### src/rtl/lbdh_pkg.sv
// Package for the log bucket duration histogram unit.
// Types, codes and constants shared by the divider and the top level.
package lbdh_pkg;
    localparam int CLASSES = 5;
    localparam int DUR_W = 48;
    localparam int CNT_W = 32;
    localparam int TOT_W = 63;
    localparam int WID_W = 32;

    typedef enum logic [1:0] {
        MODE_RECORD = 2'd0,
        MODE_CLEAR  = 2'd1,
        MODE_READ   = 2'd2,
        MODE_NONE   = 2'd3
    } mode_t;

    typedef enum logic [0:0] {
        REG_IDLE_WIDTH    = 1'b0,
        REG_SUSPEND_WIDTH = 1'b1
    } reg_idx_t;

    typedef enum logic [2:0] {
        ST_IDLE,
        ST_CLEAR,
        ST_DIV,
        ST_READ,
        ST_UPDATE,
        ST_OUT
    } state_t;

    localparam logic [2:0] CLASS_SUSPEND = 3'd4;
endpackage

### src/rtl/lbdh_divider.sv
// Radix-2 restoring divider, one quotient bit per cycle.
// Uses lbdh_pkg widths only.
module lbdh_divider
(
    input  logic                       clk,
    input  logic                       rst_n,
    input  logic                       go,
    input  logic [lbdh_pkg::DUR_W-1:0] dividend,
    input  logic [lbdh_pkg::WID_W-1:0] divisor,
    output logic                       done,
    output logic [lbdh_pkg::DUR_W-1:0] quotient
);
    localparam int CW = $clog2(lbdh_pkg::DUR_W + 1);

    logic [lbdh_pkg::DUR_W-1:0] q_reg;
    logic [lbdh_pkg::WID_W:0]   r_reg;
    logic [lbdh_pkg::WID_W-1:0] d_reg;
    logic [CW-1:0]              cnt_reg;
    logic                       run_reg;
    logic                       done_reg;
    logic [lbdh_pkg::WID_W:0]   shifted;
    logic [lbdh_pkg::WID_W:0]   diff;

    always_comb
    begin
        shifted = {r_reg[lbdh_pkg::WID_W-1:0], q_reg[lbdh_pkg::DUR_W-1]};
        diff = shifted - {1'b0, d_reg};
    end

    always_ff @(posedge clk or negedge rst_n)
    begin
        if (!rst_n)
        begin
            run_reg <= 1'b0;
            done_reg <= 1'b0;
            cnt_reg <= '0;
        end
        else
        begin
            done_reg <= 1'b0;
            if (go)
            begin
                run_reg <= 1'b1;
                cnt_reg <= CW'(lbdh_pkg::DUR_W);
            end
            else if (run_reg)
            begin
                cnt_reg <= cnt_reg - 1'b1;
                if (cnt_reg == CW'(1))
                begin
                    run_reg <= 1'b0;
                    done_reg <= 1'b1;
                end
            end
        end
    end

    always_ff @(posedge clk)
    begin
        if (go)
        begin
            q_reg <= dividend;
            r_reg <= '0;
            d_reg <= (divisor == '0) ? lbdh_pkg::WID_W'(1) : divisor;
        end
        else if (run_reg)
        begin
            if (!diff[lbdh_pkg::WID_W])
            begin
                r_reg <= diff;
                q_reg <= {q_reg[lbdh_pkg::DUR_W-2:0], 1'b1};
            end
            else
            begin
                r_reg <= shifted;
                q_reg <= {q_reg[lbdh_pkg::DUR_W-2:0], 1'b0};
            end
        end
    end

    assign done = done_reg;
    assign quotient = q_reg;
endmodule

### config.mk
export PLATFORM = sky130hd
export DESIGN_NAME = lbdh_divider
export DESIGN_NICKNAME = d
export VERILOG_FILES = /design/src/rtl/lbdh_pkg.sv /design/src/rtl/lbdh_divider.sv
export SDC_FILE = /design/constraint.sdc
export NUM_CORES = 1
export LEC_CHECK = 0
export CAP_MARGIN = 20
export CORE_ASPECT_RATIO = 0.6
export CORE_UTILIZATION = 50
export CTS_CLUSTER_DIAMETER = 100
export DETAILED_ROUTE_END_ITERATION = 16
export DONT_BUFFER_PORTS = 1
export PLACE_DENSITY_LB_ADDON = 0.12
export SYNTH_ARGS = -nofsm -noshare
export SYNTH_HDL_FRONTEND = slang
export SYNTH_SLANG_ARGS = --single-unit
### constraint.sdc
create_clock -name clk -period 4 [get_ports clk]
set_input_delay 0.2 -clock clk [delete_from_list [all_inputs] [get_ports clk]]
set_output_delay 0.2 -clock clk [all_outputs]
set_load 0.01 [all_outputs]
Word level (Yosys, flattened, before mapping)
Index checks and enable logic that the tools add are counted.
{"block": "op_classes", "add_sub_neg": 2, "eq_ne": 1, "mux": 12, "reduce_logical": 2}
{"op": "$mux W48", "count": 2}
{"op": "$sub A33 B32 Y33", "count": 1}
{"op": "$logic_not A32 Y1", "count": 1}
{"op": "$mux W32", "count": 1}
{"op": "$mux W6", "count": 2}
{"op": "$mux W1", "count": 7}
{"op": "$eq A6 B1 Y1 const B", "count": 1}
{"op": "$sub A6 B1 Y6 const B", "count": 1}
{"op": "$reduce_bool A2 Y1", "count": 1}
{"block": "totals", "elab_cells": 23, "reg_bits": 120}

Logic depth before layout (Yosys ltp)
{"block": "logic_depth", "depth_word": 4, "ltp_mapped": 14, "ltp_nobuf": 12}

Worst setup path before layout
OpenSTA, ideal clock, no wires.
{"block": "synth_path", "path_type": "register to register", "startpoint": "reg q_reg, in the netlist quotient[47]", "endpoint": "reg r_reg[25] (netlist bit)", "t_arrival_ns": 2.993, "slack_ns": 0.919, "setup_time_ns": 0.088, "stages_incl_launch_ff": 14, "cell_sequence": "edfxtp_1 -> inv_1 -> ha_1 -> fa_1 -> nand2b_1 -> a21oi_1 -> o21ai_2 -> a211o_4 -> nand4_4 -> a211oi_4 -> xnor2_1 -> clkbuf_1 -> nand2_1 -> a311oi_2"}
{"block": "synth_via", "elab_chain_cells": 2}
{"element": "from (decl)", "line": "lbdh_divider.sv:15", "source": "logic [lbdh_pkg::DUR_W-1:0] q_reg;"}
{"element": "from (signal assigned)", "line": "lbdh_divider.sv:62", "source": "q_reg <= dividend;"}
{"element": "from (signal assigned)", "line": "lbdh_divider.sv:71", "source": "q_reg <= {q_reg[lbdh_pkg::DUR_W-2:0], 1'b1};"}
{"element": "from (signal assigned)", "line": "lbdh_divider.sv:76", "source": "q_reg <= {q_reg[lbdh_pkg::DUR_W-2:0], 1'b0};"}
{"element": "$sub A33 B32 Y33", "line": "lbdh_divider.sv:27", "source": "diff = shifted - {1'b0, d_reg};"}
{"element": "$mux W32", "line": "lbdh_divider.sv:68", "source": "if (!diff[lbdh_pkg::WID_W])"}
{"element": "to (signal assigned)", "line": "lbdh_divider.sv:70", "source": "r_reg <= diff;"}
{"element": "to (signal assigned)", "line": "lbdh_divider.sv:75", "source": "r_reg <= shifted;"}
{"element": "to (decl)", "line": "lbdh_divider.sv:16", "source": "logic [lbdh_pkg::WID_W:0] r_reg;"}
No other way between the ends.
A chain may end at the register's enable or synchronous reset.

Worst setup path in the final report
{"block": "layout_path", "startpoint": "reg q_reg, in the netlist quotient[47]", "endpoint": "reg r_reg[7] (netlist bit)"}
The elaborated chain is that of the path after synthesis.

==> summary.md <==
| Metric | Value |
|---|---|
| Status | complete, no violations |
| R2r endpoint | r_reg[7]$_SDFFE_PP0P_ |
| Worst reg2reg path depth | 13 |
| Die area | around 0.014 mm² |
| Fill cell count | 1032 |
| Clock Power Share | 32.5% |
| RR Startpoint | quotient[47]$_DFFE_PP_ |
| Combinational fraction of design power | 33.0% |
| Finished Layout Cells | 866 |
| Dpl hpwl | 10100 µm |
| Net Count, Synth | 766 |
| Multi-input gate area | 0.00321 mm² |
| # IOs | between 100 and 150 |
| Most frequent cells in the layout | edfxtp_1, dlygate4sd3_1, nand2_1, nor2_1, mux2_2 |
| CP delay by family, top | compound AO/OA/AOI/OAI gates |
| Crit path required time | between 4 and 5 ns |
| Clock latency on the worst-skew pair | 0.42 ns |
| Via-per-instance ratio | 5.74 |
| Area grow syn2layout | 19.7% |
| Sequential cell area | 0.00324 mm² |
| Origin of the worst min-delay path | dividend[46] |
| First-pass GRT wire length | 25000 µm |
| Worst-path maximum fanout | 15 |
| CTS clock-pin slew for the worst setup and hold paths | 0.06 ns |
| Number of synthesized flops with an enable pin | 80 |
| Cells after DPL | 765 |
| Critical Path AT | around 3.8 ns |
| Crit share post-route | 85.9% |
| DRC | 0 |
| Clock Sinks | 120 |
| Cell Int Power | 3.37 mW |
| Sequential area share after synthesis | between 40% and 50% |
| Cell area after synthesis | 0.00687 mm² |
| Vias after detailed routing | 4972 |
| Proportion of layout cells with a drive suffix above 1 | between 10% and 20% |
| Largest net degree at the start of global routing | 68 |
| Leading cell type in the layout, fill and taps excluded | edfxtp_1 |
| Die Ht | 92.8 µm |
| Synth Area per Inst | 10.6 µm² |
| Crit path cell chain | inv_1 > ha_1 > fa_1 > nand2b_1 > a21oi_1 > o21ai_2 > a211o_4 > nand4_4 > a211oi_4 > xor2_2 > buf_4 > nor3_1 > nor4_1 |
| Async SR Flop Fraction | 6.67% |
| Slew headroom | 38.3% |
| Number of global-route vias before repair | between 4000 and 5000 |
| H-tree depth | 4 |
| CTS tree | done |
| Slowest stage cell, crit path | edfxtp_1 |
| Hold endpoint | quotient[46]$_DFFE_PP_ |
| Total global routing overflow | 0 |
| Net Switching | 1.77 mW |
| Max Cap Violations | 0 |
| Leakage | about 3.3 nW |
| # setup viols final | 0 |
| Sw Ratio | 34.4% |
| Crit. End Element | register |
| Initial antenna violation count | 1 |
| Cell count after synthesis | 648 |
| ANT cells | 0 |
| Clock Tree Root | clkbuf_16 |
| Slew @ Worst Pin | 0.917 ns |
| FF+latch count, synth | 120 |
| Synth Flop Type | edfxtp_1 |
| Max reg flops | 48 |
| Max Slew Vio Count | 0 |
| Num CTS Buffers | 17 |
| Core Area | roughly 0.013 mm² |
| WL per Instance | 18.1 µm |
| Placer Congestion | around 0.89 |
| Sum of negative setup slack | 0 ns |
| Synth Warn # | 0 |
| Cell Pwr Density | around 620 mW/mm² |
| Hold depth | 1 |
| Final Hold Viols | 0 |
| Die width | about 150 µm |
| Crit Path Class | reg -> reg |
| Post-DP Area | 0.00687 mm² |
| RSZ-0062 raised after global routing | no |
| DRT Wirelength | ~16000 µm |
| Largest stage delay, worst path | 0.46 ns |
| Peak supply drop | 0.000278 V |
| Detail Route Antenna Nets | 0 |
| Total Nets Final | 801 |
| Rows | 32 |
| Tmin final | 3.44 ns |
| Sequential power share | 34.5% |
| R2r setup slk | 0.56 ns |
| Synth unique cells | 63 |
| Max Clock Freq | 291 MHz |
| Starting Density | a little over half |
| Port Buf Inserts | 0 |
| Resized cells post-CTS | 0 |
| CP Buf/Inv Count | 2 |
| Design Area, Final | 0.00822 mm² |
| Hold crit path type | in -> reg |
| Setup Skew | 0.00840 ns |
| Max clock buf depth | 2 |
| GRT Overall Usage | between 20% and 30% |
| Crit start category | register |
| DR iter-0 viols | 311 |
| TritonRoute pass-1 iters | 4 |
-- cells in the mapped netlist, drive strengths merged, types with 2 or more instances --
library cell  count  area, µm²
edfxtp           80       2400
nand2            72        315
nor2             50        188
clkbuf           49        184
mux2             47        529
inv              44        165
ha               34        425
dfxtp            32        641
a21oi            29        149
a311oi           24        323
xnor2            23        201
o21ai            17       88.8
a211oi           11        100
nand3            11       55.1
a21o             10       75.1
nor4             10       62.6
xor2             10       95.1
buf               9       77.6
nor3              9       45.0
dfrtp             8        200
nand2b            8       50.1
nand4             7       58.8
a211o             4       43.8
o211ai            4       30.0
o21bai            4       30.0
o311ai            4       35.0
or2               4       25.0
a31oi             3       18.8
and3              3       18.8
o21a              3       22.5
or3               3       18.8
a21boi            2       15.0
nand3b            2       15.0
o31a              2       17.5
or4               2       15.0
-- power groups by stage --
stage	clock (mW)	combinational, mW	sequential, mW
2_1_floorplan	0	1.39	1.72
3_3_place_gp	0	1.58	1.79
3_5_place_dp	0	1.59	1.79
4_1_cts	1.69	1.68	1.77
5_1_grt	1.74	1.87	1.80
6_report	1.67	1.69	1.77
-- per-layer routing --
layer  global-route usage (%)  vias up  share of wire, %
li1                         -     2404                 -
met1                     35.0     2382                52
met2                     31.5      173                41
met3                     5.15       13               5.9
met4                     7.24        0               1.1
met5                        0        -                 0
-- cell type report --
class / count / share of cell area (%)
Tap cell: 170 / 2.59
Sequential cell: 120 / 39.5
Inverter: 44 / 2.01
Clock buffer: 18 / 5.22
Clock inverter: 14 / 2.51
Multi-Input combinational cell: 426 / 39.0
Timing Repair Buffer: 74 / 9.19
-- logic make-up after synthesis --
kind of cell,share of synthesized area [%]
adders and majority gates,6.48
DFF,47.2
buffers and inverters,6.21
AOI/OAI and AO/OA,15.1
and+or+nand+nor,13.0
xor gates and xnor gates,4.32
muxes,7.70
-- worst reg2reg max path, stage by stage, from the launching register on --
cell and delay [ns]:
edfxtp_1 0.46, inv_1 0.07, ha_1 0.23, fa_1 0.40
nand2b_1 0.20, a21oi_1 0.26, o21ai_2 0.15, a211o_4 0.37
nand4_4 0.10, a211oi_4 0.10, xor2_2 0.27, buf_4 0.33
nor3_1 0.10, nor4_1 0.29
-- worst max-delay path by stage --
stage | cells past startpoint | slack (ns) | from | end
2_1_floorplan | 13 | 0.92 | quotient[47]$_DFFE_PP_ | r_reg[25]$_SDFFE_PP0P_
3_3_place_gp | 13 | 0.74 | quotient[47]$_DFFE_PP_ | r_reg[7]$_SDFFE_PP0P_
3_5_place_dp | 13 | 0.60 | quotient[47]$_DFFE_PP_ | r_reg[2]$_SDFFE_PP0P_
4_1_cts | 13 | 0.55 | quotient[47]$_DFFE_PP_ | r_reg[7]$_SDFFE_PP0P_
5_1_grt | 13 | 0.28 | quotient[47]$_DFFE_PP_ | r_reg[7]$_SDFFE_PP0P_
6_report | 13 | 0.56 | quotient[47]$_DFFE_PP_ | r_reg[7]$_SDFFE_PP0P_
-- timing repair --
item | in CTS | in global routing
setup buffers | 0 | 0
hold endpoints to repair | 138 | 1
hold buffers | 67 | 1
-- through the flow --
step / utilization (%) / worst slack [ns] / hold slack [ns] / power, mW
2_1_floorplan: - / 0.919 / -0.0956 / 3.12
3_3_place_gp: 52.3 / 0.739 / -0.0954 / 3.36
3_5_place_dp: 52.3 / 0.595 / -0.0954 / 3.38
4_1_cts: 62.4 / 0.550 / 0.000428 / 5.13
5_1_grt: 62.6 / 0.284 / 0.000691 / 5.41
6_report: 62.6 / 0.563 / 0.0108 / 5.13
Power figures use the tool's default switching activity.
